--- src/rtl/core/usg_pkg.sv ---
// Shared types, codes and constants for the UV sphere grid-point generator.
// Used by every module of the block; depends on nothing.
`timescale 1ns / 1ps
`default_nettype none
package usg_pkg;

	localparam int IDX_W      = 9;
	localparam int CNT_W      = 9;
	localparam int RAD_W      = 16;
	localparam int VAL_W      = 18;
	localparam int CFG_IDX_W  = 3;
	localparam int CFG_DATA_W = 16;
	localparam int QUOT_W     = 33;
	localparam int TEX_W      = 17;
	localparam int DIV_STEPS  = 33;
	localparam int CORDIC_STEPS = 28;
	localparam int ITEM_GAP   = 5;
	localparam int GAP_W      = 3;
	localparam int SLOTS      = 5;

	localparam logic signed [33:0] CORDIC_GAIN = 34'sd652032874;

	localparam logic [31:0] ATAN_TAB [CORDIC_STEPS] = '{
		32'h20000000, 32'h12E4051E, 32'h09FB385B, 32'h051111D4, 32'h028B0D43,
		32'h0145D7E1, 32'h00A2F61E, 32'h00517C55, 32'h0028BE53, 32'h00145F2F,
		32'h000A2F98, 32'h000517CC, 32'h00028BE6, 32'h000145F3, 32'h0000A2FA,
		32'h0000517D, 32'h000028BE, 32'h0000145F, 32'h00000A30, 32'h00000518,
		32'h0000028C, 32'h00000146, 32'h000000A3, 32'h00000051, 32'h00000029,
		32'h00000014, 32'h0000000A, 32'h00000005
	};

	typedef enum logic [2:0] {
		KIND_POS = 3'd0,
		KIND_NRM = 3'd1,
		KIND_TEX = 3'd2,
		KIND_TRI = 3'd3,
		KIND_REJ = 3'd4
	} kind_t;

	typedef enum logic [CFG_IDX_W-1:0] {
		REG_STACKS = 3'd0,
		REG_SECTORS = 3'd1,
		REG_RADIUS = 3'd2,
		REG_UP = 3'd3
	} reg_idx_t;

	localparam logic [1:0] UP_X = 2'd1;
	localparam logic [1:0] UP_Z = 2'd3;

	typedef struct packed {
		logic             valid;
		logic             rej;
		logic             has_up;
		logic             has_lo;
		logic [IDX_W-1:0] i;
		logic [IDX_W-1:0] j;
	} side_t;

	typedef struct packed {
		logic [CNT_W-1:0]  rem;
		logic              bit_in;
		logic [QUOT_W-1:0] quot;
	} div_t;

	typedef struct packed {
		logic signed [33:0] x;
		logic signed [33:0] y;
		logic signed [32:0] z;
		logic [1:0]         quad;
	} cordic_t;

	typedef struct packed {
		logic [TEX_W-1:0] s;
		logic [TEX_W-1:0] t;
	} tex_t;

	typedef struct packed {
		logic                             valid;
		logic                             rej;
		logic [SLOTS-1:0]                 mask;
		logic [SLOTS-1:0][2:0][VAL_W-1:0] vals;
	} bundle_t;

endpackage
`default_nettype wire

--- src/rtl/core/usg_emit.sv ---
// Holds one result bundle and sends its results one per cycle.
// Depends on usg_pkg; fed by usg_tail.
`timescale 1ns / 1ps
`default_nettype none
module usg_emit (
	input  logic                            clk,
	input  logic                            arst_n,
	input  usg_pkg::bundle_t                bundle,
	output logic                            result_valid,
	output usg_pkg::kind_t                  kind,
	output logic                            last,
	output logic signed [usg_pkg::VAL_W-1:0] value_a,
	output logic signed [usg_pkg::VAL_W-1:0] value_b,
	output logic signed [usg_pkg::VAL_W-1:0] value_c
);
	import usg_pkg::*;

	logic [SLOTS-1:0]                 pending_q;
	logic [SLOTS-1:0][2:0][VAL_W-1:0] vals_q;
	logic                             rej_q;
	logic [2:0]                       slot;
	logic [SLOTS-1:0]                 pick;
	kind_t                            kind_d;
	logic                             valid_q;
	kind_t                            kind_q;
	logic                             last_q;
	logic [VAL_W-1:0]                 a_q, b_q, c_q;

	always_comb begin
		slot = 3'd0;
		for (int k = SLOTS - 1; k >= 0; k--) begin
			if (pending_q[k]) begin
				slot = 3'(k);
			end
		end
		pick = SLOTS'(1) << slot;
		case (slot)
			3'd0: begin
				kind_d = rej_q ? KIND_REJ : KIND_POS;
			end
			3'd1: begin
				kind_d = KIND_NRM;
			end
			3'd2: begin
				kind_d = KIND_TEX;
			end
			default: begin
				kind_d = KIND_TRI;
			end
		endcase
	end

	always_ff @(posedge clk or negedge arst_n) begin
		if (!arst_n) begin
			pending_q <= '0;
			valid_q   <= 1'b0;
		end else begin
			valid_q <= |pending_q;
			if (bundle.valid) begin
				pending_q <= bundle.mask;
			end else begin
				pending_q <= pending_q & ~pick;
			end
		end
	end

	always_ff @(posedge clk) begin
		if (bundle.valid) begin
			vals_q <= bundle.vals;
			rej_q  <= bundle.rej;
		end
		kind_q <= kind_d;
		last_q <= (pending_q & ~pick) == '0;
		a_q    <= vals_q[slot][0];
		b_q    <= vals_q[slot][1];
		c_q    <= vals_q[slot][2];
	end

	assign result_valid = valid_q;
	assign kind         = kind_q;
	assign last         = last_q;
	assign value_a      = a_q;
	assign value_b      = b_q;
	assign value_c      = c_q;
endmodule
`default_nettype wire

--- config.mk ---
export PLATFORM = sky130hd
export DESIGN_NAME = usg_emit
export DESIGN_NICKNAME = d
export VERILOG_FILES = /design/src/rtl/core/usg_pkg.sv /design/src/rtl/core/usg_emit.sv
export SDC_FILE = /design/constraint.sdc
export NUM_CORES = 1
export LEC_CHECK = 0
export BUFFER_PORTS_ARGS = -buffer_cell sky130_fd_sc_hd__buf_4
export CORE_UTILIZATION = 51
export DETAILED_ROUTE_END_ITERATION = 12
export PLACE_DENSITY = 0.79
export RECOVER_POWER = 100
export REMOVE_ABC_BUFFERS = 1
export SLEW_MARGIN = 5
export SYNTH_ARGS = -nofsm -noshare
export SYNTH_HDL_FRONTEND = slang
export SYNTH_SLANG_ARGS = --single-unit
export TNS_END_PERCENT = 100
--- constraint.sdc ---
create_clock -name clk -period 2 [get_ports clk]
set_input_delay 0 -clock clk [delete_from_list [all_inputs] [get_ports clk]]
set_output_delay 0 -clock clk [all_outputs]
set_load 0.02 [all_outputs]
==> impl_metrics.ini, run 1 <==
[placement]
numPortBuffers = 337
gp_congestion = 0.779
hpwl_um = 18000
pre_cts_ws_ns = 0.387

[logic_synthesis]
synth-edff-count = 271
synthCells = 674
synth-main-ff-cell = edfxtp_1
synth.cell_area_um2 = 11500
ys_seq_area_frac = 0.820
async_reset_ff_frac = 0.0179
synth_cell_types = 28
synth_warnings = 0
avgSynthCellArea_um2 = 17.1
ys_seq_elements = 335

[clock_tree]
holdBufCountCts = 267
cts_buffers = 35
root_buffer = clkbuf_16
cts_resized = 0
numClockSinks = 335
htree_levels = 2
clockBufferDepth = 3
post_cts_buffers = 0

[outcome]
status = did not finish
stop_stage = 4_1_cts
error_line = [ERROR RSZ-0060] Max buffer count reached.

[die]
start_util = 0.525
die_h_um = 152
ios = 338
rows = 54
chipWidth_um = 152
## cells by family after synthesis
| kind of cell | Yosys count | share of synthesized area |
|---|---|---|
| DFF | 335 | 0.820 |
| AOI/OAI and AO/OA | 226 | 0.131 |
| and+or+nand+nor | 67 | 0.0238 |
| buffers and inverters | 45 | 0.0245 |
| adders and majority gates | 1 | 0.000869 |
## synthesized netlist by cell type, types with 2 or more instances
cell type  count  area share
o21a_1         2      0.0013
o21ai_1        6      0.0026
a21oi_1       88       0.038
buf_4         14      0.0091
dfrtp_1        6       0.013
buf_2         12      0.0052
nand2_1        6      0.0020
o21ai_0        9      0.0039
edfxtp_1     271        0.71
or3_1          2      0.0011
dfxtp_1       58        0.10
buf_6          6      0.0059
a22oi_1       64       0.042
nor2b_1        2      0.0011
clkbuf_1      12      0.0039
a22o_1        54       0.041
nor2_1        51       0.017
## through the flow
step	hold slack (ns)	instance area, um2	util	std cells	TNS, ns
2_1_floorplan	-0.296	11200	-	629	-81.65
3_3_place_gp	-0.184	14400	0.655	1268	0
3_5_place_dp	-0.177	14400	0.655	1268	0
==> run 2, diff against run 1 <==
--- a/config.mk
+++ b/config.mk
@@ -6,9 +6,9 @@
 export NUM_CORES = 1
 export LEC_CHECK = 0
 export BUFFER_PORTS_ARGS = -buffer_cell sky130_fd_sc_hd__buf_4
-export CORE_UTILIZATION = 51
+export CORE_UTILIZATION = 40
 export DETAILED_ROUTE_END_ITERATION = 12
-export PLACE_DENSITY = 0.79
+export PLACE_DENSITY_LB_ADDON = 0.15
 export RECOVER_POWER = 100
 export REMOVE_ABC_BUFFERS = 1
 export SLEW_MARGIN = 5
==> run 2 against run 1 <==
  * The run now ends clean
  * Synthesized cell count stayed put
  * Synthesized area stayed put
==> impl_metrics.ini, run 2 <==
[finish]
fill_cells = 2077
largest_reg_flops = 270
n_antenna_cell = 0
utilization = 0.648
most-common-layout-cells = dlygate4sd3_1 (280), edfxtp_1 (271), clkbuf_4 (262)
drive_gt1_frac = 0.259
layout_commonest_cell = dlygate4sd3_1
design_area_um2 = 18200
largest_register = vals_q
area_growth_pct = 57.9
final_nets = 1588

[timing]
fin_crit_ns = 1.78
worstMarginPinSlew_ns = 1.03
fin_crit_sh = 0.889
maxSlewViolCount = 0
finalSetupViolations = 0
rsz0062_at_grt = false
hold_viol = 0
fmax_mhz = 562
finClkSkew_ns = 0.0123
relSlewSlack = 0.311

[die]
start_util = 0.410
ios = 338
chipWidth_um = 172
die_h_um = 172
dieArea_um2 = 29500
core_area_um2 = 28100
rows = 61

[placement]
numPortBuffers = 337
placed_area_um2 = 14600
gp_congestion = 0.736
hpwl_um = 19100

[clock_tree]
clk_pin_slew_ns = 0.06
cts_buffers = 37
clockBufferDepth = 3
root_buffer = clkbuf_16
cts_tree = yes
clock_latency_ns = 0.52
numClockSinks = 335
htree_levels = 2
cts_resized = 0

[route]
vias = 8507
post_drt_via_cell_ratio = 4.96
avgRoutedWirePerCell_um = 19.6
drc_errors = 0
ant_nets = 0
dr.pass1.iters = 5
wl_um = 33600
drt_iter0_drc = 613

[logic_synthesis]
synth.cell_area_um2 = 11500
synth_mux_area_frac = 0
synthCells = 674
synth_top_cells_by_area = edfxtp_1 (71%), dfxtp_1 (10%), a22oi_1 (4.2%), a22o_1 (4.1%), a21oi_1 (3.8%)
yosysMostFrequentCell = edfxtp_1
async_reset_ff_frac = 0.0179
yosys.area_share.simple = 0.0238
yosysTopAreaCell = edfxtp_1
synth_compound_area_frac = 0.131
avgSynthCellArea_um2 = 17.1
synth_xor_area_frac = 0
synth-main-ff-cell = edfxtp_1
synth_warnings = 0
synth_top_area_share = 0.706
ys_seq_elements = 335
yosys-top-cells-count = edfxtp_1 (271), a21oi_1 (88), a22oi_1 (64)
synth_cell_types = 28
synth_fa_ha_area_frac = 0.000869
synth_top_family_by_area = compound AO/OA/AOI/OAI gates
synth-edff-count = 271
ys_seq_area_frac = 0.820

[grt]
grt_usage = 0.229
antenna_found_initial = 0
grt_max_degree = 65
grt_pass1_vias = 9277
gr-total-overflow = 0
grt_pass1_wl_um = 50400

[min_path]
min_path_type = in -> reg

[worst_setup_path]
cp.arrival_ns = 2.20
cp_data_required_time_ns = 2.42
end_kind = flip-flop
startpoint_type = primary input
path_class = in -> reg
crit_fanout = 60

[power]
ir_drop_mv = 0.714
p_per_area_nw_per_um2 = 945
p_leak_nw = 7.04

[job]
max_cap_viol_count = 0

[outcome]
status = completed
## run 2: cell counts after synthesis
No cell type changed its count.
## run 2: logic make-up (layout without fill, tap and decap cells)
kind of cell               count (synthesis)  in the layout
AOI/OAI and AO/OA                        226            226
adders and majority gates                  1              1
buffers and inverters                     45            709
DFF                                      335            335
and+or+nand+nor                           67             67
## run 2: layer usage
metal | vias up | global-route usage | routed length (um)
met4 | 0 | 0.0699 | 737
li1 | 3922 | - | -
met3 | 61 | 0.0513 | 2480
met5 | - | 0 | 0
met1 | 4145 | 0.286 | 13500
met2 | 379 | 0.395 | 16900
## run 2: worst max-delay path, cell delays in order
cell and delay (ns):
dlygate4sd3_1 0.56, buf_8 0.39, buf_2 0.85, and2_0 0.31
## run 2: repair_timing
action | in CTS | in global routing
hold buffers | 280 | 0
setup buffers | 0 | 0
hold endpoints to repair | 330 | 0
## run 2: cell type report
class                   count  area [um2]  share of cell area
clock buffers              58        1110              0.0609
clock inverters            10        55.1             0.00303
multi-input cells         294        1810              0.0996
flip-flops and latches    335        9450               0.519
well taps                 378         473              0.0260
repair buffers            641        5300               0.291
## run 2: through the flow
stage               hold slack, ns  setup TNS, ns  worst slack [ns]  total power [W]  instances
global route                 0.199              0            0.0606           0.0178       1716
finish                       0.214              0             0.222           0.0172       1716
detailed placement          -0.180              0             0.274           0.0107       1368
CTS                          0.173              0             0.280           0.0175       1716
floorplan                   -0.296         -81.65             -1.52          0.00938        629
global placement            -0.183              0             0.311           0.0106       1368
## run 2: worst paths after layout
| path | start | cells past startpoint | slack (ns) | end |
|---|---|---|---|---|
| worst max-delay path | bundle[276] | 4 | 0.22 | pending_q[0] |
| worst min-delay path | bundle[76] | 2 | 0.21 | vals_q[76] |
| worst max register to register | pending_q[2] | 4 | 0.23 | value_a[17] |
| worst min register to register | vals_q[72] | 2 | 0.47 | value_b[0] |
| max in group asynchronous | arst_n | 3 | 1.24 | pending_q[2] |
| min in group asynchronous | arst_n | 3 | 0.49 | result_valid |
## run 2: power breakdown
part	total, W	leakage (nW)	switching (W)	internal, W
Clock	0.00644	0.575	0.00263	0.00381
Sequential	0.00850	3.21	0.000225	0.00828
Combinational	0.00226	3.25	0.00118	0.00108
No activity file was read; power rests on OpenSTA's default activity.
