`src/rtl/core/usg_pkg.sv`:
```
// Shared types, codes and constants for the UV sphere grid-point generator.
// Used by every module of the block; depends on nothing.
`timescale 1ns / 1ps
`default_nettype none
package usg_pkg;

	localparam int IDX_W      = 9;
	localparam int CNT_W      = 9;
	localparam int RAD_W      = 16;
	localparam int VAL_W      = 18;
	localparam int CFG_IDX_W  = 3;
	localparam int CFG_DATA_W = 16;
	localparam int QUOT_W     = 33;
	localparam int TEX_W      = 17;
	localparam int DIV_STEPS  = 33;
	localparam int CORDIC_STEPS = 28;
	localparam int ITEM_GAP   = 5;
	localparam int GAP_W      = 3;
	localparam int SLOTS      = 5;

	localparam logic signed [33:0] CORDIC_GAIN = 34'sd652032874;

	localparam logic [31:0] ATAN_TAB [CORDIC_STEPS] = '{
		32'h20000000, 32'h12E4051E, 32'h09FB385B, 32'h051111D4, 32'h028B0D43,
		32'h0145D7E1, 32'h00A2F61E, 32'h00517C55, 32'h0028BE53, 32'h00145F2F,
		32'h000A2F98, 32'h000517CC, 32'h00028BE6, 32'h000145F3, 32'h0000A2FA,
		32'h0000517D, 32'h000028BE, 32'h0000145F, 32'h00000A30, 32'h00000518,
		32'h0000028C, 32'h00000146, 32'h000000A3, 32'h00000051, 32'h00000029,
		32'h00000014, 32'h0000000A, 32'h00000005
	};

	typedef enum logic [2:0] {
		KIND_POS = 3'd0,
		KIND_NRM = 3'd1,
		KIND_TEX = 3'd2,
		KIND_TRI = 3'd3,
		KIND_REJ = 3'd4
	} kind_t;

	typedef enum logic [CFG_IDX_W-1:0] {
		REG_STACKS = 3'd0,
		REG_SECTORS = 3'd1,
		REG_RADIUS = 3'd2,
		REG_UP = 3'd3
	} reg_idx_t;

	localparam logic [1:0] UP_X = 2'd1;
	localparam logic [1:0] UP_Z = 2'd3;

	typedef struct packed {
		logic             valid;
		logic             rej;
		logic             has_up;
		logic             has_lo;
		logic [IDX_W-1:0] i;
		logic [IDX_W-1:0] j;
	} side_t;

	typedef struct packed {
		logic [CNT_W-1:0]  rem;
		logic              bit_in;
		logic [QUOT_W-1:0] quot;
	} div_t;

	typedef struct packed {
		logic signed [33:0] x;
		logic signed [33:0] y;
		logic signed [32:0] z;
		logic [1:0]         quad;
	} cordic_t;

	typedef struct packed {
		logic [TEX_W-1:0] s;
		logic [TEX_W-1:0] t;
	} tex_t;

	typedef struct packed {
		logic                             valid;
		logic                             rej;
		logic [SLOTS-1:0]                 mask;
		logic [SLOTS-1:0][2:0][VAL_W-1:0] vals;
	} bundle_t;

endpackage
`default_nettype wire

```
`src/rtl/core/usg_div_cell.sv`:
```
// One restoring division cell: a single quotient bit per cycle.
// Depends on usg_pkg.
`timescale 1ns / 1ps
`default_nettype none
module usg_div_cell (
	input  logic                           clk,
	input  logic [usg_pkg::CNT_W-1:0]      divisor,
	input  usg_pkg::div_t                  d_in,
	output usg_pkg::div_t                  d_out
);
	import usg_pkg::*;

	logic [CNT_W:0] trial;
	logic [CNT_W:0] diff;
	logic           ge;
	div_t           d_q;

	assign trial = {d_in.rem, d_in.bit_in};
	assign diff  = trial - {1'b0, divisor};
	assign ge    = trial >= {1'b0, divisor};

	always_ff @(posedge clk) begin
		d_q.rem    <= ge ? diff[CNT_W-1:0] : trial[CNT_W-1:0];
		d_q.bit_in <= 1'b0;
		d_q.quot   <= {d_in.quot[QUOT_W-2:0], ge};
	end

	assign d_out = d_q;
endmodule
`default_nettype wire

```
`config.mk`:
```
export PLATFORM = sky130hd
export DESIGN_NAME = usg_div_cell
export DESIGN_NICKNAME = d
export VERILOG_FILES = /design/src/rtl/core/usg_pkg.sv /design/src/rtl/core/usg_div_cell.sv
export SDC_FILE = /design/constraint.sdc
export NUM_CORES = 1
export LEC_CHECK = 0
export BUFFER_PORTS_ARGS = -buffer_cell sky130_fd_sc_hd__buf_2
export CELL_PAD_IN_SITES_DETAIL_PLACEMENT = 0
export CELL_PAD_IN_SITES_GLOBAL_PLACEMENT = 1
export CORE_MARGIN = 8
export CORE_UTILIZATION = 27
export CTS_CLUSTER_DIAMETER = 120
export DETAILED_ROUTE_END_ITERATION = 16
export GPL_TIMING_DRIVEN = 0
export MAX_ROUTING_LAYER = met4
export PLACE_DENSITY_LB_ADDON = 0.2
export SLEW_MARGIN = 20
export SYNTH_ARGS = -nofsm -noshare
export SYNTH_HDL_FRONTEND = slang
export SYNTH_SLANG_ARGS = --single-unit
```
`constraint.sdc`:
```
create_clock -name clk -period 2.03 [get_ports clk]
set_input_delay 0 -clock clk [delete_from_list [all_inputs] [get_ports clk]]
set_output_delay 0 -clock clk [all_outputs]
set_load 0.1 [all_outputs]
```
After elaboration in Yosys (flattened, before gate mapping)

Cells that the tools add are included.

Add/subtract/negate cells: 1
Magnitude comparators: 1
Muxes and demuxes: 1

Operator list:

| kind          | number |
|---|---|
| $ge A10 B9 Y1 | 1 |
| $mux W9       | 1 |
| $sub A9 B9 Y9 | 1 |

Flip-flop bits (word level): 42
Logic and storage cells: 5

Longest topological paths before layout

Gate-level depths: netlist (run 1).

Depth in word-level cells: 2
Depth in mapped cells: 9
Gate-level depth less buffers: 9

Worst setup path before layout (run 1)

Ideal clock, no wire load.

Kind: input to register
Start point: input port d_in[33] in the netlist's numbering
End point: register d_q (netlist bit d_out[36])
Data arrival time: 1.824 ns
Data required time: 1.909 ns
Path slack: 0.084 ns
Stages on the path: 9
Buffers on the path: 0
Path through: inv_1 > ha_1 > inv_1 > fa_1 > a211oi_2 > o21ai_2 > a211oi_4 > inv_4 > mux2_4

Word-level cells in the longest chain between the ends: 2
Elaborated cells between the ends (all ways): 3

RTL lines:

| item          | RTL line           | text |
|---|---|---|
| from (decl)   | usg_div_cell.sv:8  | `input usg_pkg::div_t d_in,` |
| $ge A10 B9 Y1 | usg_div_cell.sv:20 | `assign ge = trial >= {1'b0, divisor};` |
| net ge        | usg_div_cell.sv:15 | `logic ge;` |
| $mux W9       | usg_div_cell.sv:23 | `d_q.rem <= ge ? diff[CNT_W-1:0] : trial[CNT_W-1:0];` |
| to (decl)     | usg_div_cell.sv:16 | `div_t d_q;` |

The timed path passes the listed nets, and every way through them passes these cells.

Worst setup path after layout (run 1)

Start point: input port d_in[33] in the netlist's numbering
End point: register d_q (netlist bit d_out[40])

Same word-level chain as after synthesis.

==> results of run 1 <==
==> cell families after synthesis <==
group                    Yosys count
multiplexers                       6
AND/OR/NAND/NOR                   17
buffers and inverters             18
other                              1
XOR/XNOR                           3
adder cells (fa/ha/maj)           10
flip-flops                        42
AO/OA/AOI/OAI                     33
==> final timing paths <==
kind	startpoint	endpoint	slack, ps	depth (start not counted)
hold / removal	d_in[36]	d_out[37]	30	3
setup / recovery	d_in[33]	d_out[40]	90	10
==> through the flow <==
step                hold WS [ps]  setup WS [ps]  area [um2]
global placement             102           -259        2080
finish                      27.7           95.0        2570
floorplan                   27.7           84.5        1530
detailed placement           104           -295        2080
CTS                         10.9           16.8        2550
global route                35.1          -11.2        2570
==> layout make-up <==
class | count | area, um2
timing repair buffer | 132 | 853
sequential | 42 | 841
inverter | 13 | 51.3
multi-input combinational | 70 | 609
fill | 531 | 2900
tap | 72 | 90.1
clock buffer | 5 | 68.8
clock inverter | 3 | 23.8
buffer | 5 | 31.3
==> cell usage after synthesis, types with 3 or more instances <==
library cell  count
mux2_4            3
o211ai_1          4
ha_1              9
a21o_1            3
dfxtp_1          42
a21oi_1           6
nand2_1           4
inv_1            12
nand2b_1          3
==> repair_timing <==
action                                  4_1_cts  5_1_grt
endpoints found under the setup margin        0        3
hold endpoints to repair                     38        0
gates resized for setup                       0        1
hold buffers                                 38        0
setup buffers                                 0        1
==> routing by layer <==
| layer | track usage, % | wire length, um | up-vias |
|---|---|---|---|
| met4 | 4.91 | 87 | 0 |
| li1 | - | - | 735 |
| met3 | 4.36 | 403 | 7 |
| met2 | 17.8 | 2010 | 71 |
| met5 | - | 0 | - |
| met1 | 12.0 | 2020 | 628 |
==> where the power goes <==
group,leakage [uW],switching (uW),total (uW),internal [uW]
combinational,0.000850,700,932,233
clock,0.0000408,289,535,246
sequential,0.000354,15.8,910,894
==> metrics.yaml, run 1 <==
synth:
  ys.flop_type: "dfxtp_1"
  synth_top_family_by_area: "compound AO/OA/AOI/OAI gates"
  synth_area_um2: 1530
  synth_area_leader_cell: "dfxtp_1"
  synth_nets: 193
  synthMuxAreaShare_pct: 5.00
  ys_seq_area_share_pct: 55.1
  synthCells: 130
  synth.distinct_cells: 44
  synth_warnings: 0
  synthArstFlopShare_pct: 0
  yosys_register_bits: 42
  syn_area_per_cell_um2: 11.7
  yosys-top-cells-area: "dfxtp_1 55%, ha_1 7.4%, inv_1 3.0%"
  synth_compound_gate_area_share_pct: 17.4
  synth-xor-area-share_pct: 1.72
  synth_edf_count: 0
  synth-simple-area-share_pct: 6.40
  synth.top_cell.area_share_pct: 55.1
  synth_fa_ha_area_share_pct: 8.70
placement:
  gp_congestion: 0.834
  io_buffers: 93
  place_inst: 295
  place_hpwl_mm: 3.35
routing:
  ant_nets: 0
  vias_per_cell: 4.21
  wl_per_cell_um: 13.2
  drt_iter0_markers: 33
  drt-total-wl_mm: 4.53
  drt_first_pass_iters: 4
  route.vias.total: 1441
  drc: 0
cells_and_area:
  largest_reg_flops: 42
  final_cell_mix: "94 x buf_2, 42 x dfxtp_1, 38 x dlygate4sd3_1"
  area_growth_syn_to_layout_pct: 68.4
  mostFrequentLayoutCell: "buf_2"
  post-route-util_pct: 46.9
  antennaDiodeCount: 0
  nNetsFinal: 332
  drive_gt1_share_pct: 43.0
  instances_no_fill: 342
die:
  die_x_um: 91.2
  io_pins: 96
  die_h_um: 91.2
  coreArea_um2: 5470
  core.rowCount: 27
  die_area_um2: 8310
  start_util_pct: 27.9
power:
  powerDensity_nw_per_um2: 925
  power_uw: 2380
  p_leak_uw: 0.00125
  vdd_ir_drop_max_v: 0.000365
sta:
  timing.fmax_mhz: 517
  finalSetupViolations: 0
  period_share_pct: 95.3
  tns_ps: 0
  hold_viol: 0
  drv_slew: 0
  min_period_ps: 1940
global_route:
  grt_antenna_before_repair: 0
  grt_pass1_wl_mm: 7.29
  grt_pass1_vias: 1519
  grt_util_all_layers_pct: 11.1
  gr-total-overflow: 0
  grt_max_degree: 16
setup_path:
  cp_num_buf_inv: 4
  crit_type: "in2reg"
  cp.required_ps: 2220
  worstPathArrival_ps: 2120
  max_stage_delay_ps: 450
  path_cells: "buf_2 > inv_1 > ha_1 > inv_1 > fa_1 > a211oi_4 > o21ai_2 > a211oi_4 > inv_4 > mux2_4"
  cp-end-kind: "flop"
  cp_max_fo: 7
  path_delay_family: "compound AO/OA/AOI/OAI gates"
  crit_slowest_cell: "fa_1"
  start_kind: "input port"
run_status:
  status: "completed"
clocking:
  clkTransAtPathRegs_ps: 80
  htreeDepth: 2
  cts_tree: "done"
  numClockSinks: 42
  max-clock-path-buffers: 2
  cts_inserted_buffers: 5
  cts_root_buf: "clkbuf_8"
worst_hold_path:
  hp-class: "in2reg"
run:
  maxCapViolCount: 0
No activity file was read; power rests on OpenSTA's default activity.
==> inputs of run 2 (changes only) <==
==> constraint.sdc (replaced) <==
create_clock -name clk -period 2.03 [get_ports clk]
set_input_delay 0.203 -clock clk [delete_from_list [all_inputs] [get_ports clk]]
set_output_delay 0.203 -clock clk [all_outputs]
set_load 0.02 [all_outputs]
==> metrics.yaml, run 2 (synthesis gave the netlist of run 1 again) <==
clocking:
  clkTransAtPathRegs_ps: 100  # +20 ps
  cts_inserted_buffers: 5  # unchanged
  cts_tree: "done"
  htreeDepth: 2  # unchanged
  max-clock-path-buffers: 2  # unchanged
  cts_root_buf: "clkbuf_8"
  numClockSinks: 42  # unchanged
sta:
  min_period_ps: 1950  # +10.0 ps
  timing.hold.ws_ps: 15.1  # -12.7 ps
  timing.fmax_mhz: 514  # -0.52%
  fin_ws_ps: 84.9  # -10.0 ps
  hold_viol: 0  # unchanged
  drv_slew: 0  # unchanged
  rsz0062_at_grt: "no"
  period_share_pct: 95.8  # +0.49 points
  finalSetupViolations: 0  # unchanged
cells_and_area:
  antennaDiodeCount: 0  # unchanged
  fin_area_um2: 2480  # -3.3%
  area_growth_syn_to_layout_pct: 62.9
  instances_no_fill: 333  # -2.6%
  mostFrequentLayoutCell: "buf_2"
  nNetsFinal: 323  # -2.7%
  final_cell_mix: "94 x buf_2, 42 x dfxtp_1, 24 x dlygate4sd3_1"
  largest_reg_flops: 42  # unchanged
  drive_gt1_share_pct: 47.9  # +4.9 points
placement:
  dpl_worst_slack_ps: -346  # -51.8 ps
  place_hpwl_mm: 3.37  # +0.48%
  io_buffers: 93  # unchanged
  gp_congestion: 0.780  # -6.5%
  dpl_cell_area_um2: 2080  # +0.12%
  place_inst: 295  # unchanged
routing:
  drc: 0  # unchanged
  ant_nets: 0  # unchanged
  wl_per_cell_um: 13.3  # +0.52%
  drt_first_pass_iters: 4  # unchanged
  drt-total-wl_mm: 4.43  # -2.1%
  drt_iter0_markers: 32  # -3.0%
  route.vias.total: 1430  # -0.76%
  vias_per_cell: 4.29  # +1.9%
setup_path:
  crit_type: "in2reg"
  cp-end-kind: "flop"
  critPathMostFrequentCell: "a211oi_4"
  max_stage_delay_ps: 390  # -60 ps
  path_delay_family: "compound AO/OA/AOI/OAI gates"
  start_kind: "input port"
  cp.required_ps: 2220  # about the same
  cp_num_buf_inv: 4  # unchanged
  crit_slowest_cell: "fa_2"
  cp_max_fo: 3  # -4
  worstPathArrival_ps: 2140  # +20 ps
  path_cells: "buf_2 > inv_2 > ha_4 > inv_1 > fa_2 > a211oi_4 > o21ai_2 > a211oi_4 > buf_4 > mux2_4"
global_route:
  grt_antenna_before_repair: 0  # unchanged
  grt_max_degree: 16  # unchanged
  gr-total-overflow: 0  # unchanged
  grt_pass1_vias: 1365  # -10%
  grt_util_all_layers_pct: 10.4  # -0.71 points
  grt_pass1_wl_mm: 6.82  # -6.5%
worst_hold_path:
  min_from: "d_in[28]"
  whs_endpoint: "d_out[29]"
  hold_depth: 1  # -2
  hp-class: "in2reg"
die:
  coreArea_um2: 5470  # unchanged
  core.rowCount: 27  # unchanged
  die_x_um: 91.2  # unchanged
  io_pins: 96  # unchanged
  start_util_pct: 27.9  # unchanged
  die_h_um: 91.2  # unchanged
  die_area_um2: 8310  # unchanged
power:
  powerDensity_nw_per_um2: 785  # -15%
  p_leak_uw: 0.00121  # -2.6%
  vdd_ir_drop_max_v: 0.000298  # -18%
run_status:
  status: "completed"
run:
  maxCapViolCount: 0  # unchanged
-- run 2: timing repair --
action                                  CTS  global route
pin swaps                                 1             5
endpoints found under the setup margin    3             5
hold buffers                              7            17
buffers inserted                          2             4
gates resized for setup                   1             4
endpoints found under the hold margin     7            17
-- run 2: power by group --
part	leakage, uW	total, uW	internal [uW]	switching (uW)
logic	0.000818	498	232	266
registers	0.000354	907	894	13.2
clock network	0.0000408	545	246	299
total	0.00121	1950	1370	578
-- run 2: routing by layer --
layer	GRT usage (%)	vias up	wire (um)
met3	4.03	4	388
li1	-	716	-
met4	4.77	0	61
met5	-	-	0
met2	14.7	76	1920
met1	12.8	634	2060
-- run 2: final cells by class --
class	instances	area, um2
fillers	560	2990
flip-flops and latches	42	841
repair buffers	123	751
multi-input cells	70	628
well taps	72	90.1
clock buffers	5	68.8
inverters	13	51.3
plain buffers	5	31.3
clock inverters	3	23.8
-- run 2: worst max-delay path by stage --
stage	from	slack, ps	end	cells after the start
after detailed placement	d_in[33]	-350	d_out[40]	10
after global routing	d_in[33]	0.6	d_out[35]	10
after global placement	d_in[33]	-340	d_out[40]	10
after floorplan	d_in[33]	10	d_out[36]	9
after CTS	d_in[33]	-2	d_out[35]	10
final	d_in[33]	80	d_out[35]	10
-- run 2: stage by stage --
step / power [uW] / util (%) / TNS, ps
2_1_floorplan: 1210 / - / 0
3_3_place_gp: 1360 / 38.1 / -1920
3_5_place_dp: 1360 / 38.1 / -2000
4_1_cts: 1940 / 41.4 / -2.23
5_1_grt: 2070 / 45.4 / 0
6_report: 1950 / 45.4 / 0
==> inputs of run 3 (changes only) <==
CELL_PAD_IN_SITES_DETAIL_PLACEMENT = not set   (was 0)
CELL_PAD_IN_SITES_GLOBAL_PLACEMENT = not set   (was 1)
CORE_UTILIZATION = 37   (was 27)
==> metrics.yaml, run 3 (synthesis gave the netlist of run 1 again) <==
clocking:
  clkTransAtPathRegs_ps: 80  # -20 ps
  max-clock-path-buffers: 2  # unchanged
  cts_tree: "done"
  htreeDepth: 2  # unchanged
  cts_inserted_buffers: 5  # unchanged
  numClockSinks: 42  # unchanged
  cts_root_buf: "clkbuf_8"
cells_and_area:
  area_growth_syn_to_layout_pct: 50.6
  antennaDiodeCount: 0  # unchanged
  mostFrequentLayoutCell: "buf_2"
  drive_gt1_share_pct: 51.4  # +3.5 points
  fillers: 353  # -37%
  final_cell_mix: "94 x buf_2, 42 x dfxtp_1, 11 x inv_1"
  instances_no_fill: 293  # -12%
  regArea_um2: 841  # unchanged
  nNetsFinal: 305  # -5.6%
  fin_area_um2: 2300  # -7.6%
  multiInputGateArea_um2: 628  # unchanged
  largest_reg_flops: 42  # unchanged
power:
  p_sw_uw: 542  # -6.2%
  p_leak_uw: 0.00116  # -4.7%
  p_comb_share_pct: 23.1  # -2.4 points
  power_uw: 2010  # +3.2%
  switching_share_pct: 26.9  # -2.7 points
  vdd_ir_drop_max_v: 0.000388  # +30%
  powerDensity_nw_per_um2: 876  # +12%
  seqPwrFrac_pct: 45.1  # -1.4 points
  clkPwrFrac_pct: 31.8  # +3.9 points
  p_int_uw: 1470  # +7.2%
global_route:
  grt_antenna_before_repair: 0  # unchanged
  grt_pass1_wl_mm: 5.71  # -16%
  grt_pass1_vias: 1238  # -9.3%
  grt_max_degree: 15  # -1
  grt_util_all_layers_pct: 11.5  # +1.0 points
  gr-total-overflow: 0  # unchanged
run:
  maxCapViolCount: 0  # unchanged
setup_path:
  cp-end-kind: "flop"
  worstPathArrival_ps: 2140  # about the same
  start_kind: "input port"
  cp.required_ps: 2210  # about the same
  crit_type: "in2reg"
  cp_max_fo: 3  # unchanged
sta:
  timing.hold.ws_ps: 16.4  # +1.35 ps
  period_share_pct: 96.7  # +0.93 points
  slew_headroom_pct: 63.7
  finalSetupViolations: 0  # unchanged
  tightest_slew_ps: 531
  hold_viol: 0  # unchanged
  drv_slew: 0  # unchanged
  min_period_ps: 1960  # +18.9 ps
  tns_ps: 0  # unchanged
  timing.fmax_mhz: 509  # -0.96%
die:
  start_util_pct: 38.4  # +11 points
  core.rowCount: 23  # -15%
  die_x_um: 80.2  # -12%
  io_pins: 96  # unchanged
  coreArea_um2: 3970  # -27%
  die_h_um: 80.2  # -12%
  die_area_um2: 6430  # -23%
routing:
  ant_nets: 0  # unchanged
  drc: 0  # unchanged
  vias_per_cell: 4.46  # +4.0%
  drt-total-wl_mm: 3.91  # -12%
  wl_per_cell_um: 13.3  # +0.23%
  route.vias.total: 1308  # -8.5%
  drt_iter0_markers: 24  # -25%
  drt_first_pass_iters: 4  # unchanged
placement:
  place_hpwl_mm: 3.17  # -5.9%
  gp_congestion: 0.816  # +4.6%
  dpl_cell_area_um2: 2060  # -1.3%
  place_inst: 273  # -7.5%
  io_buffers: 93  # unchanged
worst_hold_path:
  min_from: "d_in[8]"
  hold_depth: 1  # unchanged
  whs_endpoint: "d_out[9]"
  hp-class: "in2reg"
run_status:
  status: "completed"
-- run 3: cell count changes in the layout (fill, tap and decap cells not counted), sizes merged --
cell	delta
clkinv	+1
bufinv	+1
dlygate4sd3	-18
clkinvlp	-2
-- run 3: timing repair --
action | in CTS | in global routing
endpoints found under the setup margin | 3 | 4
endpoints found under the hold margin | 0 | 6
hold buffers | 0 | 6
resized for setup | 1 | 4
pin swaps | 1 | 5
setup buffers | 2 | 4
-- run 3: per-layer routing --
| metal | vias to the layer above | share of wire, % | routed length, um | GRT usage [%] |
|---|---|---|---|---|
| li1 | 678 | - | - | - |
| met1 | 576 | 41 | 1590 | 12.0 |
| met2 | 52 | 48 | 1890 | 19.6 |
| met3 | 2 | 9.9 | 388 | 3.68 |
| met4 | 0 | 0.97 | 38 | 4.36 |
| met5 | - | 0 | 0 | - |
-- run 3: worst max-delay path: stages --
cell	delay [ps]
buf_2	100
inv_2	70
ha_4	130
inv_1	50
fa_2	380
a211oi_4	310
o21ai_2	120
a211oi_4	310
buf_4	180
mux2_4	290
-- run 3: worst max-delay path by stage --
stage | start | end | slack [ps] | cells after the start
final | d_in[33] | d_out[35] | 70 | 10
after global routing | d_in[33] | d_out[35] | -2 | 10
after CTS | d_in[33] | d_out[35] | 20 | 10
after detailed placement | d_in[33] | d_out[36] | -330 | 10
after global placement | d_in[33] | d_out[40] | -310 | 10
after floorplan | d_in[33] | d_out[36] | 10 | 9
-- run 3: cell type report --
cell class,instances,area share [%]
sequential,42,36.6
multi-input combinational,70,27.3
timing repair buffer,105,24.8
clock buffer,5,3.00
tap,50,2.72
inverter,13,2.23
clock inverter,3,1.91
buffer,5,1.36
-- run 3: per-stage QoR --
step	utilization [%]	setup slack, ps
after floorplan	-	10.3
after global placement	51.8	-311
after detailed placement	51.8	-327
after CTS	55.2	17.7
after global routing	57.8	-2.39
final	57.8	66.1
-- run 3: power groups by stage --
stage | logic, uW | registers, uW | clock network, uW
floorplan | 184 | 1020 | 0
global placement | 431 | 926 | 0
detailed placement | 435 | 928 | 0
CTS | 446 | 909 | 664
global route | 505 | 916 | 705
finish | 465 | 908 | 639
