### src/rtl/core/usg_pkg.sv
// Shared types, codes and constants for the UV sphere grid-point generator.
// Used by every module of the block; depends on nothing.
`timescale 1ns / 1ps
`default_nettype none
package usg_pkg;

	localparam int IDX_W      = 9;
	localparam int CNT_W      = 9;
	localparam int RAD_W      = 16;
	localparam int VAL_W      = 18;
	localparam int CFG_IDX_W  = 3;
	localparam int CFG_DATA_W = 16;
	localparam int QUOT_W     = 33;
	localparam int TEX_W      = 17;
	localparam int DIV_STEPS  = 33;
	localparam int CORDIC_STEPS = 28;
	localparam int ITEM_GAP   = 5;
	localparam int GAP_W      = 3;
	localparam int SLOTS      = 5;

	localparam logic signed [33:0] CORDIC_GAIN = 34'sd652032874;

	localparam logic [31:0] ATAN_TAB [CORDIC_STEPS] = '{
		32'h20000000, 32'h12E4051E, 32'h09FB385B, 32'h051111D4, 32'h028B0D43,
		32'h0145D7E1, 32'h00A2F61E, 32'h00517C55, 32'h0028BE53, 32'h00145F2F,
		32'h000A2F98, 32'h000517CC, 32'h00028BE6, 32'h000145F3, 32'h0000A2FA,
		32'h0000517D, 32'h000028BE, 32'h0000145F, 32'h00000A30, 32'h00000518,
		32'h0000028C, 32'h00000146, 32'h000000A3, 32'h00000051, 32'h00000029,
		32'h00000014, 32'h0000000A, 32'h00000005
	};

	typedef enum logic [2:0] {
		KIND_POS = 3'd0,
		KIND_NRM = 3'd1,
		KIND_TEX = 3'd2,
		KIND_TRI = 3'd3,
		KIND_REJ = 3'd4
	} kind_t;

	typedef enum logic [CFG_IDX_W-1:0] {
		REG_STACKS = 3'd0,
		REG_SECTORS = 3'd1,
		REG_RADIUS = 3'd2,
		REG_UP = 3'd3
	} reg_idx_t;

	localparam logic [1:0] UP_X = 2'd1;
	localparam logic [1:0] UP_Z = 2'd3;

	typedef struct packed {
		logic             valid;
		logic             rej;
		logic             has_up;
		logic             has_lo;
		logic [IDX_W-1:0] i;
		logic [IDX_W-1:0] j;
	} side_t;

	typedef struct packed {
		logic [CNT_W-1:0]  rem;
		logic              bit_in;
		logic [QUOT_W-1:0] quot;
	} div_t;

	typedef struct packed {
		logic signed [33:0] x;
		logic signed [33:0] y;
		logic signed [32:0] z;
		logic [1:0]         quad;
	} cordic_t;

	typedef struct packed {
		logic [TEX_W-1:0] s;
		logic [TEX_W-1:0] t;
	} tex_t;

	typedef struct packed {
		logic                             valid;
		logic                             rej;
		logic [SLOTS-1:0]                 mask;
		logic [SLOTS-1:0][2:0][VAL_W-1:0] vals;
	} bundle_t;

endpackage
`default_nettype wire

### src/rtl/core/usg_cordic_cell.sv
// One rotation-mode CORDIC cell of the sine and cosine chain.
// Depends on usg_pkg.
`timescale 1ns / 1ps
`default_nettype none
module usg_cordic_cell #(
	parameter int STEP = 0
) (
	input  logic             clk,
	input  usg_pkg::cordic_t d_in,
	output usg_pkg::cordic_t d_out
);
	import usg_pkg::*;

	logic signed [33:0] sx;
	logic signed [33:0] sy;
	logic signed [32:0] ang;
	cordic_t            d_q;

	assign sx  = d_in.y >>> STEP;
	assign sy  = d_in.x >>> STEP;
	assign ang = $signed({1'b0, ATAN_TAB[STEP]});

	always_ff @(posedge clk) begin
		d_q.quad <= d_in.quad;
		if (!d_in.z[32]) begin
			d_q.x <= d_in.x - sx;
			d_q.y <= d_in.y + sy;
			d_q.z <= d_in.z - ang;
		end else begin
			d_q.x <= d_in.x + sx;
			d_q.y <= d_in.y - sy;
			d_q.z <= d_in.z + ang;
		end
	end

	assign d_out = d_q;
endmodule
`default_nettype wire

### config.mk
export PLATFORM = sky130hd
export DESIGN_NAME = usg_cordic_cell
export DESIGN_NICKNAME = d
export VERILOG_FILES = /design/src/rtl/core/usg_pkg.sv /design/src/rtl/core/usg_cordic_cell.sv
export SDC_FILE = /design/constraint.sdc
export NUM_CORES = 1
export LEC_CHECK = 0
export BUFFER_PORTS_ARGS = -buffer_cell sky130_fd_sc_hd__buf_2
export CAP_MARGIN = 30
export CORE_ASPECT_RATIO = 1.5
export CORE_MARGIN = 5
export CORE_UTILIZATION = 54
export CTS_BUF_LIST = sky130_fd_sc_hd__clkbuf_16
export CTS_CLUSTER_DIAMETER = 120
export DETAILED_ROUTE_END_ITERATION = 10
export GPL_TIMING_DRIVEN = 0
export HOLD_SLACK_MARGIN = 0.12
export PLACE_DENSITY = 0.88
export SYNTH_ARGS = -nofsm -noshare
export SYNTH_HDL_FRONTEND = slang
export SYNTH_SLANG_ARGS = --single-unit
export TNS_END_PERCENT = 10
### constraint.sdc
create_clock -name clk -period 3.43 [get_ports clk]
set_clock_uncertainty 0.05 [all_clocks]
set_input_delay 0.686 -clock clk [delete_from_list [all_inputs] [get_ports clk]]
set_output_delay 0.686 -clock clk [all_outputs]
set_load 0.01 [all_outputs]
# ---- Word level (Yosys, flattened, before mapping)
# Cells that the tools add are included.
dict set report totals {
  reg_bits 103
  in_bits 104
  output_inout_bits 103
  elab_cells 10
}
dict set report classes {
  add_sub_neg 5
  muxes 1
}
# cell count
set ops {}
lappend ops {{two-way mux 101 bit} 1}
lappend ops {{subtractor 34 bit} 2}
lappend ops {{adder 34 bit} 1}
lappend ops {{adder 33 x 31 -> 33 bit, second input constant} 1}
lappend ops {{subtractor 33 x 31 -> 33 bit, second input constant} 1}

# ---- Logic depth before layout (Yosys ltp)
# Gate-level depths: netlist of the first run.
dict set report depth {
  word_depth 2
  mapped_depth 13
  mapped_depth_nobuf 12
}

# ---- Worst setup path before layout of the first run
# OpenSTA, ideal clock, no wires.
dict set report synth_timing {
  path_type {input port to flip-flop}
  start {input d_in[35] (netlist bit)}
  end {register d_q (netlist bit d_out[65])}
  setup_ns 0.129
  arrival_ns 2.828
  required_ns 3.251
  path_slack_ns 0.423
  stages 12
  n_path_buf 0
  cell_sequence {inv_1 -> ha_1 -> fa_1 -> nor2b_1 -> o31ai_1 -> a211o_1 -> o311a_1 -> o21ai_1 -> a21oi_1 -> o41ai_1 -> o31ai_1 -> xnor2_1}
}
dict set report synth_via {
  elab_chain_len 2
  word_cells_on_any_way 3
  classes_between {2 x add/sub; 1 x mux}
}
# item line
set synth_lines {}
lappend synth_lines {{from (decl)} usg_cordic_cell.sv:9} ;# input usg_pkg::cordic_t d_in,
lappend synth_lines {{adder 34 bit or subtractor 34 bit (tied branches)} {usg_cordic_cell.sv:27, usg_cordic_cell.sv:31}}
lappend synth_lines {{two-way mux 101 bit *} usg_cordic_cell.sv:25} ;# if (!d_in.z[32]) begin
lappend synth_lines {{to (decl)} usg_cordic_cell.sv:17} ;# cordic_t d_q;
# Every way passes the cells marked *; elsewhere a longest branch is shown, timed or not.

# ---- Final worst setup path of the first run
dict set report layout_timing {
  start {input d_in[52] (netlist bit)}
  end {register d_q (netlist bit d_out[99])}
}
dict set report layout_via {
  elab_chain_len 2
  word_cells_on_any_way 3
  classes_between {2 x add/sub; 1 x mux}
}
# item line
set layout_lines {}
lappend layout_lines {{subtractor 34 bit or adder 34 bit (tied branches)} {usg_cordic_cell.sv:26, usg_cordic_cell.sv:30}}
lappend layout_lines {{two-way mux 101 bit *} usg_cordic_cell.sv:25}
# Marked as above.

==> results of run 1 <==
==> repair_timing <==
| item | CTS | global route |
|---|---|---|
| setup endpoints to repair | 0 | 9 |
| setup buffers | 0 | 3 |
| resized for setup | 0 | 5 |
==> layer usage <==
metal / wire length (um) / global-route usage [%] / vias up
li1: - / - / 3983
met4: 1660 / 18.1 / 0
met2: 14100 / 57.0 / 532
met5: 0 / 0 / -
met1: 9890 / 34.5 / 3850
met3: 2330 / 4.18 / 132
==> cell families after synthesis <==
kind of cell / count (synthesis)
adders and majority gates: 105
muxes: 13
buffers and inverters: 156
DFF: 102
AOI/OAI and AO/OA: 346
xor gates and xnor gates: 66
and+or+nand+nor: 221
==> final cells by class <==
cell class | count | share of cell area [%]
Timing Repair Buffer | 209 | 11.0
Clock inverter | 7 | 0.759
Multi-Input combinational cell | 751 | 55.5
Inverter | 112 | 4.40
Tap cell | 196 | 2.56
Clock buffer | 9 | 2.36
Sequential cell | 102 | 21.4
Buffer | 44 | 2.00
==> power groups by stage <==
| stage | registers, mW | logic (mW) | clock network [mW] |
|---|---|---|---|
| 2_1_floorplan | 1.60 | 0.847 | 0 |
| 3_3_place_gp | 1.46 | 1.55 | 0 |
| 3_5_place_dp | 1.47 | 1.57 | 0 |
| 4_1_cts | 1.45 | 1.58 | 1.05 |
| 5_1_grt | 1.47 | 1.74 | 1.09 |
| 6_report | 1.45 | 1.61 | 1.03 |
==> cells in the final DEF (no fill, tap or decap), types with 13 or more instances in the layout <==
cell type  Yosys  layout
a211oi_1      17      17
a21o_1        22      22
a21oi_1      123     122
buf_2         11     217
clkbuf_1      22      21
dfxtp_1      102     102
ha_1         101     101
inv_1        105     105
mux2i_1       13      13
nand2_1       43      43
nand3_1       14      14
nor2_1        75      75
nor3_1        22      22
o21ai_0       53      52
o21ai_1       19      20
o21bai_1      22      22
o31ai_1       14      14
xnor2_1       59      59
==> worst paths after layout <==
check / from / endpoint / slack [ps] / cells past startpoint
setup / recovery: d_in[52] / d_out[99] / -20 / 13
hold / removal: d_in[7] / d_out[7] / 370 / 1
==> impl_results.md, run 1 <==
* Crit path max fanout at 10
* Synth Area per Inst at 7.88 um^2
* Site Rows at between 50 and 60
* Multiplexer share of the synthesized area at between 1.5 and 2%
* Residual DRC at 0
* Post-Synth Adder-Cell Area at roughly 17%
* Die H at roughly 160 um
* Largest family of logic cells by synthesized area: compound AO/OA/AOI/OAI gates
* Critical path type: in -> reg
* Fin util at 65.8%
* Top_reg_cell synth: dfxtp_1
* Die width at roughly 110 um
* Final number of hold-violating endpoints at 0
* Pin count of the biggest net entering global routing at 21
* Buf/Inv on CP at 3
* Worst setup EP type: flip-flop
* Cell count after synthesis at about 1000
* EDFF count, synth at 0
* Clk root buf: clkbuf_16
* Top-count cell post-synth: a21oi_1
* Worst hold margin at around 370 ps
* Wire per inst at 19.5 um
* Non-Filler Instances at between 1000 and 1500
* CTS Buf Count at 9
* Post-Place Setup Slack at -333 ps
* Total power at around 4.1 mW
* Setup TNS Final at -33.3 ps
* Critical path cell sequence: buf_2 > inv_1 > ha_1 > clkbuf_1 > a21oi_1 > o21ai_0 > o21ai_0 > o211ai_1 > a2111oi_0 > nor3_1 > nand2b_1 > o31ai_1 > xnor2_1
* Max FFs per register at 102
* Gr usage total at between 30% and 40%
* Grt ovf at 0
* Int Pwr at approximately 2.5 mW
* Synth Area in XOR/XNOR at about 7.3%
* Leakage at 4.61 nW
* CP delay by family, top: compound AO/OA/AOI/OAI gates
* Worst-path clk slew at about 80 ps
* CP Launch Type: input pin
* 1st-pass router iterations at 5
* Inst Count DP at 1411
* Number of fill cells in the layout at ~1300
* Antenna Violating Nets Remaining at 0
* Worst-case clock buffer depth at 2
* Pwr/cell area at roughly 430 nW/um^2
* Slew HR at between 20% and 30%
* Ant. Diodes at 0
* Synth Area in Compound Gates at a little over a quarter
* Most used cell, CP: o21ai_0
* Cell variety after synth at 70
* Yosys top cell area share at 25.7%
* H-tree levels at 3
* HPWL after DPL at around 23000 um
* Register area share after synthesis at about 26%
* Syn Nets at roughly 1200
* CTS sink count at around 100
* Worst VDD drop at approximately 0.22 mV
* 1st-iter DRT viols at around 670
* IO Pins at 207
* Placed Instance Area at 9230 um^2
* Initial antenna violation count at 0
* Drt total wl at roughly 28000 um
* Synth Cell Area at 7950 um^2
* NetSw at between 1.5 and 2 mW
* Synth-to-layout area growth at 20.2%
* Post-synthesis async set-or-reset flop share at 0%
* Tightest Hold Check Type: in -> reg
* # port buffers at between 200 and 250
* Final worst-path cycle share at 101%
* Number of synthesized register bits at slightly above 100
* Die Area at 17300 um^2
* Tightest Pin Transition at 1070 ps
* Arr. time, crit path at around 3600 ps
* Clk pwr share at roughly a quarter
* Commonest cells post-synth: a21oi_1, inv_1, dfxtp_1, ha_1, nor2_1
* Final #Nets at ~1400
* Synth area leader: dfxtp_1
* Vias in the first global route at around 8000
* Final Instance Area at 9560 um^2
* Max-cap violation count at 0
* Unrepaired setup endpoints after global routing: true
* Sw Ratio at a little under two fifths
* Failing checks: setup timing
* Combinational Power Share at between 30% and 40%
* Number of vias per cell at ~5.9
* Ratio of cells with drive above 1 in the final layout at around 20%
* Synthesized-area fraction occupied by and/or/nand/nor cells at about 13%
* Number of vias after detailed routing at 8497
* Fmax at just under 0.3 GHz
* Fin worst setup slack at -22.1 ps
* Crit path largest cell delay at between 400 and 500 ps
* Seq pwr share at 35.4%
* Starting Density at approximately 55%
* Max-slew violations at 0
* Core box area at 14500 um^2
* First-pass GRT wire length at between 40000 and 50000 um
* Status: finished with violations
* Reg area at 2040 um^2
* Min Tclk post-route at between 3000 and 4000 ps
* Hold Buf Count CTS at 0
* Placer Congestion at ~1
* Crit-path slowest cell: o21ai_0
* CP required at between 3000 and 4000 ps
* Multi-input gate area at between 5000 and 6000 um^2
* Synth warn at 0
* Synth top area cells: dfxtp_1, ha_1, a21oi_1
* Setup violators final at 2
* CTS tree: done
Note: power is estimated with default switching activity, not from simulation.
==> inputs of run 2 (changes only) <==
BUFFER_PORTS_ARGS = unset   (was -buffer_cell sky130_fd_sc_hd__buf_2)
CORE_UTILIZATION = 65   (was 54)
DONT_BUFFER_PORTS = 1   (was unset)
==> impl_results.md, run 2 (same netlist as run 1, synthesis figures left out) <==
* Max-cap violation count at 0
* CTS Buf Count at 9
* Hold Buf Count CTS at 0
* Grt ovf at 0
* Arr. time, crit path at 3570 ps
* 1st-pass router iterations at 6
* Die Area at between 10000 and 15000 um^2
* Inst Count DP at between 1000 and 1500
* # port buffers at 0
* Slew HR at between 20% and 30%
* 1st-iter DRT viols at 674
* Sw Ratio at 38.4%
* Min Tclk post-route at roughly 3300 ps
* Drt total wl at about 27000 um
* Setup violators final at 0
* Most common cell after layout, fill and taps aside: a21oi_1
* Worst VDD drop at ~0.25 mV
* Unrepaired setup endpoints after global routing: false
* Ant. Diodes at 0
* Total power at approximately 3.8 mW
* Wire per inst at ~23 um
* CP Launch Type: input pin
* Worst setup EP type: flip-flop
* HPWL after DPL at 21200 um
* Residual DRC at 0
* Core box area at between 10000 and 15000 um^2
* Status: completed
* Number of vias after detailed routing at approximately 7700
* Commonest non-fill, non-tap cells in the layout: a21oi_1, inv_1, dfxtp_1
* Number of fill cells in the layout at between 1000 and 1500
* Gr usage total at a little over a third
* Worst hold margin at approximately 290 ps
* Fmax at ~0.3 GHz
* Initial antenna violation count at 0
* Vias in the first global route at 7847
* Worst-case clock buffer depth at 2
* Clk pwr share at roughly a quarter
* IO Pins at about 210
* Placer Congestion at 1.06
* Tightest Hold Check Type: in -> reg
* Antenna Violating Nets Remaining at 0
* CTS sink count at approximately 100
* Non-Filler Instances at between 1000 and 1500
* Final number of hold-violating endpoints at 0
* Crit path max fanout at 10
* Resized Gates After CTS at 0
* Int Pwr at between 2 and 2.5 mW
* H-tree levels at 3
* Starting Density at 66.2%
* Pwr/cell area at approximately 450 nW/um^2
* Tightest Pin Transition at approximately 1100 ps
* First-pass GRT wire length at roughly 41000 um
* CTS tree: done
* Leakage at 3.78 nW
* Final worst-path cycle share at around 97%
* CP required at around 3700 ps
* Ratio of cells with drive above 1 in the final layout at slightly below 4%
* Seq pwr share at about 43%
* Post-CTS setup buffers at 0
* Die width at around 100 um
* Combinational Power Share at a little under a third
* Site Rows at between 40 and 50
* Max FFs per register at roughly 100
* Clk root buf: clkbuf_16
* Number of vias per cell at between 6 and 7
* Worst-path clk slew at about 80 ps
* NetSw at 1.46 mW
* Critical path type: in -> reg
* Setup TNS Final at 0 ps
* Max-slew violations at 0
* Synth-to-layout area growth at 6.07%
* Pin count of the biggest net entering global routing at 19
* Die H at 145 um
* Final #Nets at 1229
## run 2: changes by cell type in the layout (fill, tap and decap cells not counted), sizes merged
cell	before	now
buf	231	22
clkinvlp	0	1
inv	113	112
## run 2: worst paths after layout
kind	from	endpoint	slack [ps]	depth (start not counted)
worst max-delay path	d_in[47]	d_out[102]	110	12
worst min-delay path	d_in[29]	d_out[29]	290	0
## run 2: layout make-up
class / instances / area, um^2 / share of cell area (%)
inverters: 112 / 420 / 4.98
well taps: 153 / 191 / 2.27
flip-flops and latches: 102 / 2040 / 24.2
multi-input cells: 751 / 5310 / 62.9
plain buffers: 44 / 191 / 2.27
clock buffers: 9 / 225 / 2.67
clock inverters: 7 / 57.6 / 0.682
## run 2: critical path: stages
cell       delay, ps
inv_1             20
ha_1             280
buf_2            230
inv_2             80
a21oi_1          270
o2111ai_1        180
o211ai_1         560
o211ai_1         340
a41o_1           380
o2bb2ai_1        150
a31oi_1          250
xnor2_1          150
## run 2: metrics by stage
stage	cell area, um^2	setup slack (ps)	util [%]
floorplan	7950	423	-
global placement	8140	-216	67.8
detailed placement	8140	-220	67.8
CTS	8430	145	70.1
global route	8440	5.64	70.2
finish	8440	109	70.2
## run 2: per-layer routing
layer / wire length [um] / part of all wire [%] / GRT usage, % / vias to the layer above
met3: 2370 / 8.9 / 7.00 / 133
li1: - / - / - / 3558
met1: 9570 / 36 / 39.5 / 3507
met5: 0 / 0 / 0 / -
met4: 1740 / 6.6 / 22.6 / 0
met2: 12900 / 48 / 59.9 / 535
## run 2: power by group through the flow
| stage | logic [mW] | registers, mW | clock network (mW) |
|---|---|---|---|
| global route | 1.27 | 1.63 | 1.04 |
| floorplan | 0.847 | 1.60 | 0 |
| detailed placement | 1.13 | 1.65 | 0 |
| CTS | 1.14 | 1.62 | 1.00 |
| global placement | 1.12 | 1.64 | 0 |
| finish | 1.18 | 1.62 | 1.00 |
==> inputs of run 3 (changes only) <==
ABC_AREA = 1   (was unset)
CTS_CLUSTER_SIZE = 20   (was unset)
==> impl_results.md, run 3 <==
* Max-cap violation count at 0
* Synth top area cells: dfxtp_1, nand2_1, ha_1
* Critical path type: in -> reg
* Most common cell after layout, fill and taps aside: nand2_1
* Cell variety after synth at 37
* Hold Buf Count CTS at 0
* Multiplexer share of the synthesized area at 0%
* Number of synthesized register bits at 102
* Die H at approximately 160 um
* Placer Congestion at 1.06
* Pwr/cell area at slightly above 400 nW/um^2
* First-pass GRT wire length at 52400 um
* Post-Synth Adder-Cell Area at between 10% and 20%
* Synth Cell Area at a little over 9000 um^2
* Wire per inst at between 15 and 20 um
* Synth-to-layout area growth at 6.02%
* Resized Gates After CTS at 0
* IO Pins at roughly 210
* CTS Buf Count at 9
* Post-synthesis async set-or-reset flop share at 0%
* Final Instance Area at 9890 um^2
* Total power at 3.99 mW
* Tightest Hold Check Type: in -> reg
* Unrepaired setup endpoints after global routing: false
* Worst hold margin at 295 ps
* Worst VDD drop at about 0.32 mV
* Placed Instance Area at about 9600 um^2
* Synth Area in XOR/XNOR at 2.35%
* Top_reg_cell synth: dfxtp_1
* Leakage at about 5.3 nW
* Post-CTS setup buffers at 0
* Worst setup EP type: flip-flop
* CP Launch Type: input pin
* Final number of hold-violating endpoints at 0
* Synth Area in Compound Gates at between 10% and 20%
* Cell count after synthesis at about 1600
* Final #Nets at around 1800
* Core box area at approximately 14000 um^2
* Setup violators final at 0
* Max-slew violations at 0
* Commonest cells post-synth: nand2_1, inv_1, nand3_1, nor2_1, a21oi_1
* Die Area at about 17000 um^2
* Top-count cell post-synth: nand2_1
* Gr usage total at between 40% and 50%
* CTS tree: done
* Largest family of logic cells by synthesized area: simple AND/OR/NAND/NOR gates
* Syn Nets at between 1500 and 2000
* Max FFs per register at 102
* Synthesized-area fraction occupied by and/or/nand/nor cells at a little over a third
* 1st-iter DRT viols at about 1000
* CTS sink count at between 100 and 150
* Status: completed
* Ratio of cells with drive above 1 in the final layout at 3.81%
* Tightest Pin Transition at ~1000 ps
* Number of vias per cell at between 5 and 6
* Inst Count DP at approximately 1800
* Pin count of the biggest net entering global routing at 22
* CP required at between 3000 and 4000 ps
* Crit path max fanout at 7
* Residual DRC at 0
* 1st-pass router iterations at 6
* Arr. time, crit path at about 2700 ps
* HPWL after DPL at roughly 30000 um
* Grt ovf at 0
* # port buffers at 0
* Yosys top cell area share at a little over a fifth
* Initial antenna violation count at 2
* Commonest non-fill, non-tap cells in the layout: nand2_1, inv_1, nand3_1
* Clk root buf: clkbuf_16
* Number of vias after detailed routing at around 11000
* Site Rows at 53
* Antenna Violating Nets Remaining at 0
* Synth warn at 0
* Vias in the first global route at 10100
* Starting Density at around two thirds
* H-tree levels at 3
* Worst-path clk slew at roughly 80 ps
* Non-Filler Instances at 1768
* Slew HR at approximately 34%
* EDFF count, synth at 0
* Setup TNS Final at 0 ps
* Worst-case clock buffer depth at 2
* Synth area leader: dfxtp_1
* Fmax at 0.402 GHz
* Register area share after synthesis at roughly 22%
* Final worst-path cycle share at 72.5%
* Min Tclk post-route at about 2500 ps
* Drt total wl at 35200 um
* Die width at about 110 um
* Synth Area per Inst at between 5 and 6 um^2
-- run 3: cell types whose count changed after synthesis, sizes merged, moves of 13 or more --
cell    before  now
o21ai       72   98
clkbuf      22    9
a211oi      17    1
xor2         7   25
nand3       14  161
a21o        22    3
xnor2       59    0
inv        108  245
nor2        75  132
nand2       43  458
mux2i       13    0
buf         22   35
o31ai       14    0
-- run 3: layout make-up --
type / instances / area [um^2]
diodes: 2 / 5.00
clock buffers: 9 / 225
fillers: 1313 / 4170
inverters: 245 / 920
clock inverters: 7 / 91.3
plain buffers: 44 / 220
well taps: 192 / 240
flip-flops and latches: 102 / 2040
multi-input cells: 1167 / 6150
-- run 3: per-stage QoR --
stage	util [%]	setup slack, ps
3_5_place_dp	68.1	639
5_1_grt	70.4	776
2_1_floorplan	-	1150
6_report	70.4	942
4_1_cts	70.3	1000
3_3_place_gp	68.1	625
-- run 3: final timing paths --
path                  from  depth (start not counted)  slack, ps         to
setup / recovery  d_in[62]                         12        940  d_out[64]
hold / removal     d_in[7]                          0        290   d_out[7]
-- run 3: kinds of logic (layout without fill, tap and decap cells) --
| kind of cell | count (synthesis) | count (layout) |
|---|---|---|
| AO/OA/AOI/OAI | 248 | 248 |
| XOR/XNOR | 25 | 25 |
| adder cells (fa/ha/maj) | 105 | 105 |
| buffers and inverters | 289 | 305 |
| flip-flops | 102 | 102 |
| other | 0 | 2 |
| AND/OR/NAND/NOR | 789 | 789 |
-- run 3: layer usage --
layer / global-route usage [%] / part of all wire, % / vias to the layer above
met5: 0 / 0 / -
met4: 36.8 / 11 / 0
met3: 9.66 / 9.8 / 235
met2: 70.0 / 48 / 768
met1: 39.6 / 31 / 4634
li1: - / - / 4966
-- run 3: report_power, final --
group	internal, mW	switching [mW]	leakage (nW)
registers	1.36	0.157	0.861
clock network	0.528	0.557	0.152
logic	0.416	0.973	4.30
-- run 3: worst max-delay path, stage by stage --
cell,delay [ps]
inv_1,20
ha_1,430
inv_1,350
nand2_1,190
nor2_1,160
nand2_1,90
nor4_1,270
nand2_1,190
nand2_1,110
nand2_1,60
nand3_1,70
nand2_1,60
